`config.mk`:
```
export PLATFORM = sky130hd
export DESIGN_NAME = vfc_ctrl
export DESIGN_NICKNAME = d
export VERILOG_FILES = /design/src/design/vfc_pkg.sv /design/src/design/vfc_ctrl.sv
export SDC_FILE = /design/constraint.sdc
export NUM_CORES = 1
export LEC_CHECK = 0
export BUFFER_PORTS_ARGS = -buffer_cell sky130_fd_sc_hd__buf_2
export CAP_MARGIN = 20
export CORE_MARGIN = 3
export CORE_UTILIZATION = 49
export DETAILED_ROUTE_END_ITERATION = 6
export HOLD_SLACK_MARGIN = 0.06
export MAX_ROUTING_LAYER = met4
export PLACE_DENSITY = 0.82
export SYNTH_ARGS = -nofsm -noshare
export SYNTH_HDL_FRONTEND = slang
export SYNTH_SLANG_ARGS = --single-unit
export TNS_END_PERCENT = 50
```
`constraint.sdc`:
```
create_clock -name aclk -period 3 [get_ports aclk]
set_input_delay 0.15 -clock aclk [delete_from_list [all_inputs] [get_ports aclk]]
set_output_delay 0.15 -clock aclk [all_outputs]
set_load 0.05 [all_outputs]
```
`src/design/vfc_pkg.sv`:
```
// vfc_pkg: shared constants, codes and types for the voxel face cull block.
`timescale 1ns / 1ps

package vfc_pkg;

    localparam int CUBE_EDGE   = 16;
    localparam int VOXEL_COUNT = CUBE_EDGE * CUBE_EDGE * CUBE_EDGE;
    localparam int ADDR_W      = $clog2(VOXEL_COUNT);

    localparam int COORD_W = 4;
    localparam int TYPE_W  = 8;
    localparam int MASK_W  = 6;
    localparam int CNT_W   = 3;

    localparam int IN_FIELDS_W  = 3 * COORD_W + TYPE_W;
    localparam int IN_DATA_W    = ((IN_FIELDS_W + 7) / 8) * 8;
    localparam int OUT_FIELDS_W = TYPE_W + MASK_W + CNT_W;
    localparam int OUT_DATA_W   = ((OUT_FIELDS_W + 7) / 8) * 8;

    // item kind, carried on tuser
    localparam logic KIND_WRITE = 1'b0;
    localparam logic KIND_QUERY = 1'b1;

    // first member lands in the highest bits
    typedef struct packed {
        logic [TYPE_W-1:0]  block_type;
        logic [COORD_W-1:0] pos_z;
        logic [COORD_W-1:0] pos_y;
        logic [COORD_W-1:0] pos_x;
    } item_t;

    typedef struct packed {
        logic [CNT_W-1:0]  face_count;
        logic [MASK_W-1:0] face_mask;
        logic [TYPE_W-1:0] voxel_type;
    } result_t;

    typedef struct packed {
        logic              en;
        logic              we;
        logic [ADDR_W-1:0] addr;
        logic [TYPE_W-1:0] wdata;
    } ram_req_t;

endpackage

```
`src/design/vfc_ctrl.sv`:
```
// vfc_ctrl: clearing pass, write and seven-read query sequencer over the voxel RAM.
`timescale 1ns / 1ps

module vfc_ctrl (
    input  logic                     aclk,
    input  logic                     aresetn,
    input  logic                     in_valid,
    output logic                     in_ready,
    input  logic                     in_kind,
    input  vfc_pkg::item_t           in_item,
    output vfc_pkg::ram_req_t        ram_req,
    input  logic [vfc_pkg::TYPE_W-1:0] ram_rdata,
    output logic                     res_valid,
    input  logic                     res_ready,
    output vfc_pkg::result_t         res
);

    localparam int NC_W = vfc_pkg::COORD_W + 1;

    // read order: center, then +x, -x, +y, -y, +z, -z
    localparam logic [2:0] STEP_CTR = 3'd0;
    localparam logic [2:0] STEP_XP  = 3'd1;
    localparam logic [2:0] STEP_XM  = 3'd2;
    localparam logic [2:0] STEP_YP  = 3'd3;
    localparam logic [2:0] STEP_YM  = 3'd4;
    localparam logic [2:0] STEP_ZP  = 3'd5;
    localparam logic [2:0] STEP_ZM  = 3'd6;

    typedef enum logic [2:0] {
        ST_CLEAR,
        ST_IDLE,
        ST_READ,
        ST_DRAIN,
        ST_DONE
    } state_t;

    state_t                       state_reg, state_next;
    logic [vfc_pkg::ADDR_W-1:0]   clr_cnt_reg, clr_cnt_next;
    logic [2:0]                   step_reg, step_next;
    logic                         rd_vld_reg, rd_vld_next;
    logic [2:0]                   rd_step_reg, rd_step_next;
    logic                         rd_out_reg, rd_out_next;
    vfc_pkg::item_t               item_reg, item_next;
    logic [vfc_pkg::TYPE_W-1:0]   here_reg, here_next;
    logic [vfc_pkg::MASK_W-1:0]   nb_empty_reg, nb_empty_next;

    logic [NC_W-1:0]              cx, cy, cz, nx, ny, nz;
    logic                         under;
    logic                         outside;
    logic [vfc_pkg::ADDR_W-1:0]   rd_addr;
    logic [vfc_pkg::MASK_W-1:0]   mask;
    logic                         accept;
    logic                         in_inside;

    function automatic logic [vfc_pkg::ADDR_W-1:0] cell_index(
        input logic [NC_W-1:0] x,
        input logic [NC_W-1:0] y,
        input logic [NC_W-1:0] z
    );
        int idx;
        idx = (int'(x) * vfc_pkg::CUBE_EDGE + int'(y)) * vfc_pkg::CUBE_EDGE + int'(z);
        return vfc_pkg::ADDR_W'(idx);
    endfunction

    function automatic logic in_cube(
        input logic [NC_W-1:0] x,
        input logic [NC_W-1:0] y,
        input logic [NC_W-1:0] z
    );
        return (int'(x) < vfc_pkg::CUBE_EDGE) && (int'(y) < vfc_pkg::CUBE_EDGE)
            && (int'(z) < vfc_pkg::CUBE_EDGE);
    endfunction

    function automatic logic [vfc_pkg::CNT_W-1:0] popcount(
        input logic [vfc_pkg::MASK_W-1:0] m
    );
        logic [vfc_pkg::CNT_W-1:0] c;
        c = '0;
        for (int i = 0; i < vfc_pkg::MASK_W; i++) begin
            c = c + vfc_pkg::CNT_W'(m[i]);
        end
        return c;
    endfunction

    assign in_ready  = (state_reg == ST_IDLE);
    assign accept    = in_valid && in_ready;
    assign in_inside = in_cube({1'b0, in_item.pos_x}, {1'b0, in_item.pos_y},
                               {1'b0, in_item.pos_z});

    // neighbour coordinate for the current read step
    always_comb begin
        cx    = {1'b0, item_reg.pos_x};
        cy    = {1'b0, item_reg.pos_y};
        cz    = {1'b0, item_reg.pos_z};
        nx    = cx;
        ny    = cy;
        nz    = cz;
        under = 1'b0;
        case (step_reg)
            STEP_CTR: begin end
            STEP_XP:  nx = cx + NC_W'(1);
            STEP_XM: begin
                nx    = cx - NC_W'(1);
                under = (item_reg.pos_x == '0);
            end
            STEP_YP:  ny = cy + NC_W'(1);
            STEP_YM: begin
                ny    = cy - NC_W'(1);
                under = (item_reg.pos_y == '0);
            end
            STEP_ZP:  nz = cz + NC_W'(1);
            STEP_ZM: begin
                nz    = cz - NC_W'(1);
                under = (item_reg.pos_z == '0);
            end
            default: begin end
        endcase
        outside = under || !in_cube(nx, ny, nz);
        rd_addr = cell_index(nx, ny, nz);
    end

    always_comb begin
        state_next    = state_reg;
        clr_cnt_next  = clr_cnt_reg;
        step_next     = step_reg;
        rd_vld_next   = 1'b0;
        rd_step_next  = step_reg;
        rd_out_next   = outside;
        item_next     = item_reg;
        here_next     = here_reg;
        nb_empty_next = nb_empty_reg;
        ram_req       = '0;

        // collect the read issued last cycle
        if (rd_vld_reg) begin
            if (rd_step_reg == STEP_CTR) begin
                here_next = rd_out_reg ? '0 : ram_rdata;
            end else begin
                nb_empty_next[3'(rd_step_reg - 3'd1)] = rd_out_reg || (ram_rdata == '0);
            end
        end

        case (state_reg)
            ST_CLEAR: begin
                ram_req.en    = 1'b1;
                ram_req.we    = 1'b1;
                ram_req.addr  = clr_cnt_reg;
                ram_req.wdata = '0;
                clr_cnt_next  = clr_cnt_reg + vfc_pkg::ADDR_W'(1);
                if (clr_cnt_reg == vfc_pkg::ADDR_W'(vfc_pkg::VOXEL_COUNT - 1)) begin
                    state_next = ST_IDLE;
                end
            end
            ST_IDLE: begin
                if (accept) begin
                    item_next = in_item;
                    step_next = STEP_CTR;
                    if (in_kind == vfc_pkg::KIND_WRITE && in_inside) begin
                        ram_req.en    = 1'b1;
                        ram_req.we    = 1'b1;
                        ram_req.addr  = cell_index({1'b0, in_item.pos_x},
                                                   {1'b0, in_item.pos_y},
                                                   {1'b0, in_item.pos_z});
                        ram_req.wdata = in_item.block_type;
                    end
                    state_next = ST_READ;
                end
            end
            ST_READ: begin
                ram_req.en   = 1'b1;
                ram_req.addr = rd_addr;
                rd_vld_next  = 1'b1;
                step_next    = step_reg + 3'd1;
                if (step_reg == STEP_ZM) begin
                    state_next = ST_DRAIN;
                end
            end
            ST_DRAIN: begin
                state_next = ST_DONE;
            end
            ST_DONE: begin
                if (res_ready) begin
                    state_next = ST_IDLE;
                end
            end
            default: begin
                state_next = ST_IDLE;
            end
        endcase
    end

    assign mask             = (here_reg != '0) ? nb_empty_reg : '0;
    assign res_valid        = (state_reg == ST_DONE);
    assign res.voxel_type   = here_reg;
    assign res.face_mask    = mask;
    assign res.face_count   = popcount(mask);

    always_ff @(posedge aclk) begin
        if (!aresetn) begin
            state_reg   <= ST_CLEAR;
            clr_cnt_reg <= '0;
            rd_vld_reg  <= 1'b0;
        end else begin
            state_reg   <= state_next;
            clr_cnt_reg <= clr_cnt_next;
            rd_vld_reg  <= rd_vld_next;
        end
        step_reg     <= step_next;
        rd_step_reg  <= rd_step_next;
        rd_out_reg   <= rd_out_next;
        item_reg     <= item_next;
        here_reg     <= here_next;
        nb_empty_reg <= nb_empty_next;
    end

endmodule

```
==> reports/results.txt, run 1 <==
outcome: finished with violations
failing checks: setup timing
Die ar.: 7370 um2
final WL: 9.26 mm
n_diodes: 0
Std-Cell Rows: 28
CP required: 2.85 ns
Least-Margin Pin Slew: 0.793 ns
Synth Register Bits: 49
drt initial violations: 116
Distinct cells, synth: 44
CP arrival: 3.61 ns
post-route cell area: 4500 um2
Final GP Congestion: 0.899
remaining antenna violation count: 0
Peak VDD IR: 0.000232 V
CP Max Fanout: 4
max reg flops: 12
RSZ-0062 raised after global routing: true
vias in the first global route: 2883
initial antenna violation count: 0
Skew-Pair Late Insertion Delay: 0.31 ns
Clock Skews: 0.0127 ns
Final period util: 125%
crit-path cells: inv_1 -> ha_2 -> and2_4 -> fa_2 -> a21o_1 -> a21oi_2 -> o21ai_2 -> ha_2 -> buf_4 -> ha_4 -> nand2_1 -> nor4b_4 -> xor2_2 -> o21ai_4 -> buf_6
synth warn: 0
port buffer count: 73
Max Root-Sink Buffers: 2
detailed placer's ending HPWL: 5.83 mm
Post-Synthesis Cells: 311
Setup WS post-layout: -0.757 ns
P_leak: 2.00 nW
Mapped Avg Cell Area: 10.0 um2
max_cap viols: 0
GRT Total Usage: 24.1%
predominant post-synthesis flop cell: edfxtp_1
largest net degree at the start of global routing: 22
Place WS: -0.477 ns
clk sinks: 49
Worst-path clk slew: 0.08 ns
fill count: 413
post-layout total power: 1.27 mW
register area share after synthesis: 40.7%
share of cells above drive strength 1: 40.0%
CP max-delay cell: edfxtp_1
critical path class: register to output pin
Avg WL per Cell: 18.0 um
first-pass GRT wire length: 13.6 mm
Max H-tree Level: 2
CP Launch Type: register
top-area cell type share of the netlist area: 27.9%
area grow syn2layout: 44.1%
slowest stage delay, CP: 0.43 ns
NumNets Final: 499
Hold Vio Cnt, Final: 0
fin cells: 515
Async SR Flop Fraction: 0%
Worst Hold Class: primary input to register
Mapped Nets: 371
dpl cell area: 3940 um2
synth top area cells: edfxtp_1 (28%), dfxtp_1 (13%), ha_1 (8.4%)
slew margin rel.: 47.0%
fmax: 266 MHz
Post-Syn Area: 3130 um2
Core ar.: 6060 um2
# setup viols final: 11
Cell Pwr Density: 283 nW/um2
grt total ovfl: 0
Crit. End Element: output pin
Final Max Tran Viols: 0
post-DR vias/cell: 5.62
I/O Pins: 74
commonest non-fill, non-tap cells in the layout: buf_2 (62), buf_4 (41), edfxtp_1 (29), dfxtp_1 (20), and2_1 (19)
DRC viols: 0
most common cell after layout, fill and taps aside: buf_2
Initial Utilization: 51.6%
EDFF count, synth: 29
placed insts: 485
Yosys top cell by area: edfxtp_1
cts bufs inserted: 5
drt pass-1 iters: 5
clk root buf: clkbuf_8
TritonCTS clock tree: built
fin crit period: 3.76 ns
Die Width: 85.9 um
most used cell, CP: ha_2
Die Ht: 85.9 um
vias: 2892
-- cell type report --
type	count	area (um2)	area share [%]
Multi-Input combinational cell	236	2050	45.5
Timing Repair Buffer	130	915	20.3
Sequential cell	49	1270	28.2
Tap cell	75	93.8	2.08
Clock buffer	6	72.6	1.61
Inverter	17	68.8	1.53
Clock inverter	2	33.8	0.750
-- routing by layer --
layer	part of all wire [%]	GRT usage, %	vias to the layer above
li1	-	-	1371
met3	5.3	4.03	30
met1	37	27.7	1373
met5	0	-	-
met2	53	41.6	118
met4	4.1	9.78	0
-- final timing paths --
path | from | to | slack [ns] | depth (start not counted)
setup reg to reg | rd_step_next[0] | rd_out_reg | 0.47 | 13
hold / removal | res_ready | state_reg[2] | 0.15 | 3
setup / recovery | rd_step_next[1] | ram_req[19] | -0.76 | 15
hold reg to reg | clr_cnt_reg[6] | clr_cnt_reg[6] | 0.51 | 2
-- synth_stat cells, types with 2 or more instances --
cell type	instances
a21boi_0	4
a21o_1	6
a21oi_1	13
a222oi_1	2
a22oi_1	10
and2_1	23
and3_1	2
buf_2	3
clkbuf_1	6
dfxtp_1	20
edfxtp_1	29
fa_1	6
ha_1	21
inv_1	17
mux2_2	3
mux2i_1	6
nand2_1	20
nand2b_1	5
nand3_1	6
nand4_1	7
nor2_1	15
nor2b_1	13
nor3_1	9
nor3b_1	3
nor4_1	6
o21ai_0	13
o21ai_1	3
or3_1	2
xnor2_1	14
xor2_1	10
-- logic make-up (layout without fill, tap and decap cells) --
group	after synthesis	count (layout)	share of synthesized area, %
muxes	10	10	3.44
adders and majority gates	27	27	12.2
buffers and inverters	26	155	3.24
DFF	49	49	40.7
xor gates and xnor gates	25	25	7.49
and+or+nand+nor	117	117	20.8
AOI/OAI and AO/OA	57	57	12.1
-- timing repair --
action                                 CTS  global route
setup buffers                            8             2
hold buffers                            12             0
pin swaps                               26            15
gates resized for setup                 41            16
setup endpoints to repair               11            11
cloned                                   0             0
endpoints found under the hold margin   12             0
-- worst max-delay path: cells and delay by family (launching register included) --
family	cells	cell delay (ns)
flip-flops	1	0.43
AO/OA/AOI/OAI	4	0.57
adder cells (fa/ha/maj)	4	1.02
AND/OR/NAND/NOR	3	0.58
XOR/XNOR	1	0.27
buffers and inverters	3	0.44
-- power by group --
part / internal, mW / total (mW) / switching, mW / leakage [nW]
clock network: 0.247 / 0.474 / 0.227 / 0.0528
registers: 0.711 / 0.717 / 0.00571 / 0.424
logic: 0.0400 / 0.0817 / 0.0416 / 1.52
total: 0.998 / 1.27 / 0.275 / 2.00
-- metrics by stage --
step	utilization (%)	TNS, ns	hold slack (ns)
detailed placement	65.0	-2.65	0.346
floorplan	-	-0.669	0.249
CTS	72.4	-4.23	0.148
global placement	65.0	-1.83	0.345
global route	74.3	-6.86	0.167
finish	74.3	-5.28	0.152
No activity file was read; power rests on OpenSTA's default activity.
==> inputs of run 2 (changes only) <==
ABC_AREA = 1   (was not set)
CELL_PAD_IN_SITES_DETAIL_PLACEMENT = 1   (was not set)
CELL_PAD_IN_SITES_GLOBAL_PLACEMENT = 2   (was not set)
CORE_UTILIZATION = 28   (was 49)
==> reports/results.txt, run 2 <==
outcome: finished with violations (unchanged)
failing checks: setup timing (unchanged)
Least-Margin Pin Slew: 0.483 ns (was 0.793 ns)
Post-Syn Area: 3320 um2 (was 3130 um2)
Crit Reg-Reg Startpoint: rd_step_next[1] (was rd_step_next[0])
CP Max Fanout: 4 (unchanged)
post-DR vias/cell: 4.68 (was 5.62)
top-count cell post-synth: nand2_1 (was edfxtp_1)
P_leak: 2.25 nW (was 2.00 nW)
Crit. End Element: output pin (unchanged)
first-pass GRT wire length: 15.7 mm (was 13.6 mm)
r2r endpoint: rd_out_reg (unchanged)
Distinct cells, synth: 36 (was 44)
Core ar.: 11500 um2 (was 6060 um2)
Initial Utilization: 28.8% (was 51.6%)
Mapped Avg Cell Area: 7.51 um2 (was 10.0 um2)
I/O Pins: 74 (unchanged)
top-area cell type share of the netlist area: 26.2% (was 27.9%)
Yosys top cell by area: edfxtp_1 (unchanged)
post-layout total power: 1.37 mW (was 1.27 mW)
hold path endpoint: cy[1] (was state_reg[2])
reg2reg setup slack: 0.72 ns (was 0.47 ns)
slew margin rel.: 67.8% (was 47.0%)
drt initial violations: 97 (was 116)
CP Launch Type: register (unchanged)
final WL: 9.45 mm (was 9.26 mm)
fraction of synthesized area in multiplexers: 0% (was 3.44%)
vias: 3300 (was 2892)
Final Max Tran Viols: 0 (unchanged)
Compound-Gate Fraction of Synth Area: 10.7% (was 12.1%)
largest net degree at the start of global routing: 17 (was 22)
CP required: 2.85 ns (about the same)
Hold Vio Cnt, Final: 0 (unchanged)
fin crit period: 3.32 ns (was 3.76 ns)
Die Ht: 115 um (was 85.9 um)
Die ar.: 13200 um2 (was 7370 um2)
fin cells: 705 (was 515)
Die Width: 115 um (was 85.9 um)
detailed placer's ending HPWL: 7.59 mm (was 5.83 mm)
predominant post-synthesis flop cell: edfxtp_1 (unchanged)
port buffer count: 73 (unchanged)
Final GP Congestion: 0.865 (was 0.899)
GRT Total Usage: 14.9% (was 24.1%)
Setup WS post-layout: -0.317 ns (was -0.757 ns)
EDFF count, synth: 29 (unchanged)
Worst Hold Depth: 1 (was 3)
grt total ovfl: 0 (unchanged)
drt pass-1 iters: 4 (was 5)
cts bufs inserted: 5 (unchanged)
register area share after synthesis: 38.3% (was 40.7%)
n_diodes: 0 (unchanged)
synth warn: 0 (unchanged)
area grow syn2layout: 38.1% (was 44.1%)
worst reg2reg path depth: 14 (was 13)
clk sinks: 49 (unchanged)
Async SR Flop Fraction: 0% (unchanged)
placed insts: 677 (was 485)
Worst Hold Class: primary input to register (unchanged)
fmax: 301 MHz (was 266 MHz)
largest family of logic cells by synthesized area: simple AND/OR/NAND/NOR gates (unchanged)
most common cell after layout, fill and taps aside: nand2_1 (was buf_2)
area share of fa/ha/maj cells after synthesis: 11.5% (was 12.2%)
Max Root-Sink Buffers: 2 (unchanged)
NumNets Final: 621 (was 499)
commonest non-fill, non-tap cells in the layout: nand2_1 (81), inv_1 (72), buf_2 (64), nor2_1 (60), buf_4 (32) (was buf_2 (62), buf_4 (41), edfxtp_1 (29), dfxtp_1 (20), and2_1 (19))
Skew-Pair Late Insertion Delay: 0.29 ns (was 0.31 ns)
Mapped Nets: 502 (was 371)
Peak VDD IR: 0.000221 V (was 0.000232 V)
HP Start: in_item[5] (was res_ready)
max_cap viols: 0 (unchanged)
Final period util: 111% (was 125%)
CP arrival: 3.17 ns (was 3.61 ns)
TritonCTS clock tree: built (unchanged)
crit-path cells: nor2_1 -> nand4_1 -> inv_2 -> nor2_4 -> fa_1 -> inv_1 -> fa_1 -> inv_1 -> ha_2 -> fa_2 -> buf_8 (was inv_1 -> ha_2 -> and2_4 -> fa_2 -> a21o_1 -> a21oi_2 -> o21ai_2 -> ha_2 -> buf_4 -> ha_4 -> nand2_1 -> nor4b_4 -> xor2_2 -> o21ai_4 -> buf_6)
area share of xor/xnor cells in the synthesized design: 1.32% (was 7.49%)
Worst-path clk slew: 0.07 ns (was 0.08 ns)
slowest stage delay, CP: 0.54 ns (was 0.43 ns)
remaining antenna violation count: 0 (unchanged)
Synth Register Bits: 49 (unchanged)
Clock Skews: 0.00780 ns (was 0.0127 ns)
share of cells above drive strength 1: 31.3% (was 40.0%)
synth cell count leaders: nand2_1 (88), inv_1 (80), nor2_1 (66), edfxtp_1 (29), nand3_1 (27) (was edfxtp_1 (29), and2_1 (23), ha_1 (21), dfxtp_1 (20), nand2_1 (20))
Max H-tree Level: 2 (unchanged)
DRC viols: 0 (unchanged)
clk root buf: clkbuf_16 (was clkbuf_8)
initial antenna violation count: 0 (unchanged)
Cell Pwr Density: 299 nW/um2 (was 283 nW/um2)
critical path class: register to output pin (unchanged)
vias in the first global route: 3429 (was 2883)
# setup viols final: 9 (was 11)
Post-Synthesis Cells: 442 (was 311)
max reg flops: 12 (unchanged)
Post-Synth Simple-Gate Area: 27.7% (was 20.8%)
synth top area cells: edfxtp_1 (26%), dfxtp_1 (12%), nand2_1 (9.9%) (was edfxtp_1 (28%), dfxtp_1 (13%), ha_1 (8.4%))
Std-Cell Rows: 39 (was 28)
RSZ-0062 raised after global routing: true (unchanged)
Avg WL per Cell: 13.4 um (was 18.0 um)
CP max-delay cell: fa_1 (was edfxtp_1)
[run 2: cell count changes after synthesis, moves of 5 or more]
| cell | delta |
|---|---|
| inv_1 | +63 |
| nor2_1 | +51 |
| nand3_1 | +21 |
| nand2_1 | +68 |
| and2_1 | -23 |
| a21o_1 | -5 |
| inv_2 | +5 |
| nand2_2 | +6 |
| xnor2_1 | -13 |
| nand2b_1 | -5 |
| o21ai_0 | +8 |
| xor2_1 | -6 |
| nor2b_1 | -13 |
| mux2i_1 | -6 |
[run 2: repair_timing]
action                                 CTS  global route
pin swaps                               12            21
endpoints found under the hold margin   10             0
setup endpoints to repair               11            11
hold buffers                            10             0
buffers inserted                         6             3
gates resized for setup                 42            26
[run 2: area by class of cell]
| type | instances | area [um2] |
|---|---|---|
| flip-flops and latches | 49 | 1270 |
| repair buffers | 117 | 788 |
| well taps | 143 | 179 |
| clock buffers | 6 | 129 |
| multi-input cells | 302 | 1880 |
| inverters | 86 | 328 |
| fillers | 1437 | 6930 |
| clock inverters | 2 | 15.0 |
[run 2: worst max-delay path, delay by kind of cell, from the launching register on]
family | cells | cell delay, ns
adder cells (fa/ha/maj) | 4 | 1.71
buffers and inverters | 4 | 0.43
flip-flops | 1 | 0.42
AND/OR/NAND/NOR | 3 | 0.32
[run 2: how the worst max path moves through the flow]
stage,slack [ns],to,start
2_1_floorplan,-0.28,res[15],here_reg[0]
4_1_cts,-0.36,res[15],here_reg[5]
3_3_place_gp,-0.1,ram_req[19],rd_step_next[1]
6_report,-0.32,res[15],here_reg[3]
3_5_place_dp,-0.24,ram_req[19],rd_step_next[1]
5_1_grt,-0.44,ram_req[18],rd_step_next[1]
[run 2: routing by layer]
metal	track usage (%)	vias up	wire, um
li1	-	1663	-
met1	18.2	1535	4170
met2	25.9	92	4760
met3	2.05	10	428
met4	3.68	0	97
met5	-	-	0
[run 2: where the power goes]
| group | switching (mW) | internal [mW] |
|---|---|---|
| registers | 0.00458 | 0.712 |
| logic | 0.0492 | 0.0367 |
| clock network | 0.259 | 0.310 |
| total | 0.313 | 1.06 |
[run 2: cells by family (layout without fill, tap and decap cells)]
| group | after synthesis | after routing |
|---|---|---|
| and+or+nand+nor | 210 | 210 |
| buffers and inverters | 91 | 211 |
| AOI/OAI and AO/OA | 60 | 60 |
| DFF | 49 | 49 |
| adders and majority gates | 27 | 27 |
| xor gates and xnor gates | 5 | 5 |
[run 2: stage by stage]
stage | utilization (%) | setup WS, ns | instance area (um2) | setup TNS [ns] | hold slack [ns]
2_1_floorplan | - | -0.284 | 3360 | -0.761 | 0.249
4_1_cts | 38.9 | -0.357 | 4470 | -2.01 | 0.0618
3_3_place_gp | 35.2 | -0.0966 | 4060 | -0.437 | 0.347
6_report | 39.8 | -0.317 | 4590 | -1.62 | 0.0796
5_1_grt | 39.8 | -0.443 | 4590 | -3.36 | 0.0680
3_5_place_dp | 35.2 | -0.236 | 4060 | -1.14 | 0.347
==> inputs of run 3 (changes only) <==
CORE_ASPECT_RATIO = 2   (was not set)
CORE_MARGIN = not set   (was 3)
==> reports/results.txt, run 3 (synthesis gave the netlist of run 2 again) <==
CP Max Fanout: 4 (unchanged)
post-DR vias/cell: 4.75 (was 4.68)
GRT Total Usage: 18.0% (was 14.9%)
fmax: 299 MHz (was 301 MHz)
Least-Margin Pin Slew: 1.01 ns (was 0.483 ns)
# setup viols final: 9 (unchanged)
first-pass GRT wire length: 16.6 mm (was 15.7 mm)
DRC viols: 0 (unchanged)
vias in the first global route: 3664 (was 3429)
placed insts: 683 (was 677)
outcome: finished with violations (unchanged)
P_leak: 2.32 nW (was 2.25 nW)
final WL: 10.5 mm (was 9.45 mm)
commonest non-fill, non-tap cells in the layout: nand2_1 (76), inv_1 (71), buf_2 (63), nor2_1 (59), buf_4 (37) (was nand2_1 (81), inv_1 (72), buf_2 (64), nor2_1 (60), buf_4 (32))
remaining antenna violation count: 0 (unchanged)
Max H-tree Level: 2 (unchanged)
most common cell after layout, fill and taps aside: nand2_1 (unchanged)
port buffer count: 73 (unchanged)
Fin Hold WS: 0.162 ns (was 0.0796 ns)
detailed placer's ending HPWL: 8.34 mm (was 7.59 mm)
Worst Hold Class: primary input to register (unchanged)
post-route cell area: 4750 um2 (was 4590 um2)
Final Max Tran Viols: 0 (unchanged)
NumNets Final: 628 (was 621)
failing checks: setup timing (unchanged)
fin cells: 711 (was 705)
Clock Skews: 0.00492 ns (was 0.00780 ns)
fin crit period: 3.35 ns (was 3.32 ns)
setup TNS: -2.08 ns (was -1.62 ns)
slew margin rel.: 32.1% (was 67.8%)
largest net degree at the start of global routing: 17 (unchanged)
fill count: 1449 (was 1437)
max reg flops: 12 (unchanged)
Final period util: 112% (was 111%)
Core ar.: 11400 um2 (was 11500 um2)
dpl cell area: 4110 um2 (was 4060 um2)
Max Root-Sink Buffers: 2 (unchanged)
Peak VDD IR: 0.000274 V (was 0.000221 V)
Skew-Pair Late Insertion Delay: 0.30 ns (was 0.29 ns)
TritonCTS clock tree: built (unchanged)
Die ar.: 12300 um2 (was 13200 um2)
CP Launch Type: register (unchanged)
Std-Cell Rows: 55 (was 39)
clk root buf: clkbuf_16 (unchanged)
Hold Vio Cnt, Final: 0 (unchanged)
vias: 3375 (was 3300)
RSZ-0062 raised after global routing: true (unchanged)
share of cells above drive strength 1: 33.0% (was 31.3%)
I/O Pins: 74 (unchanged)
max_cap viols: 0 (unchanged)
initial antenna violation count: 0 (unchanged)
Avg WL per Cell: 14.7 um (was 13.4 um)
drt initial violations: 65 (was 97)
Final GP Congestion: 0.826 (was 0.865)
Initial Utilization: 29.1% (was 28.8%)
critical path class: register to output pin (unchanged)
CP arrival: 3.20 ns (was 3.17 ns)
Die Width: 79.0 um (was 115 um)
Cell Pwr Density: 309 nW/um2 (was 299 nW/um2)
cts bufs inserted: 5 (unchanged)
clk sinks: 49 (unchanged)
area grow syn2layout: 43.0% (was 38.1%)
Crit. End Element: output pin (unchanged)
drt pass-1 iters: 4 (unchanged)
Worst-path clk slew: 0.07 ns (about the same)
n_diodes: 0 (unchanged)
CP required: 2.85 ns (about the same)
Die Ht: 156 um (was 115 um)
Setup WS post-layout: -0.349 ns (was -0.317 ns)
grt total ovfl: 0 (unchanged)
-- run 3: changes by cell type in the layout (fill, tap and decap cells not counted), sizes merged --
cell         delta
buf             +5
bufinv          +1
clkbuf          -1
clkinv          +1
clkinvlp        -2
dlygate4sd3     +2
inv             +1
-- run 3: critical path, stage by stage, from the launching register on --
cell      delay (ns)
edfxtp_1        0.40
nor2_2          0.14
nand4_1         0.16
inv_2           0.18
nor2_4          0.06
fa_1            0.53
inv_1           0.05
fa_1            0.49
inv_2           0.05
ha_4            0.15
fa_2            0.53
buf_8           0.14
-- run 3: what timing repair did --
action	CTS	global route
hold buffers	12	0
resized for setup	65	19
setup buffers	4	5
hold endpoints to repair	12	0
pin swaps	24	22
setup endpoints to repair	11	11
-- run 3: worst paths after layout --
check,from,to,slack [ns],cells past startpoint
min reg2reg,clr_cnt_reg[11],clr_cnt_reg[11],0.51,2
max reg2reg,rd_step_next[1],rd_out_reg,0.54,14
min,res_ready,state_reg[2],0.16,4
max,here_reg[2],res[15],-0.35,11
-- run 3: power breakdown --
group	internal, mW	switching [mW]
Clock	0.396	0.267
Sequential	0.712	0.00465
Combinational	0.0382	0.0484
Total	1.15	0.320
-- run 3: cell type report --
cell class | instances | area, um2 | area share [%]
clock buffer | 5 | 125 | 2.64
clock inverter | 3 | 43.8 | 0.923
inverter | 86 | 330 | 6.96
multi-input combinational | 302 | 1940 | 40.9
sequential | 49 | 1270 | 26.8
tap | 142 | 178 | 3.74
timing repair buffer | 124 | 856 | 18.0
-- run 3: layer usage --
metal  wire length (um)  share of wire, %  track usage, %  up-vias
met2               6570                63            38.5       71
met1               3330                32            14.4     1609
met4                352               3.4            7.53        0
met3                212               2.0            1.75       24
li1                   -                 -               -     1671
met5                  0                 0               -        -
-- run 3: stage by stage --
| step | total power [mW] | setup WS [ns] | utilization, % |
|---|---|---|---|
| 2_1_floorplan | 0.769 | -0.284 | - |
| 4_1_cts | 1.49 | -0.387 | 40.5 |
| 6_report | 1.47 | -0.349 | 41.6 |
| 5_1_grt | 1.51 | -0.508 | 41.6 |
| 3_5_place_dp | 0.807 | -0.234 | 36.0 |
| 3_3_place_gp | 0.805 | -0.142 | 36.0 |
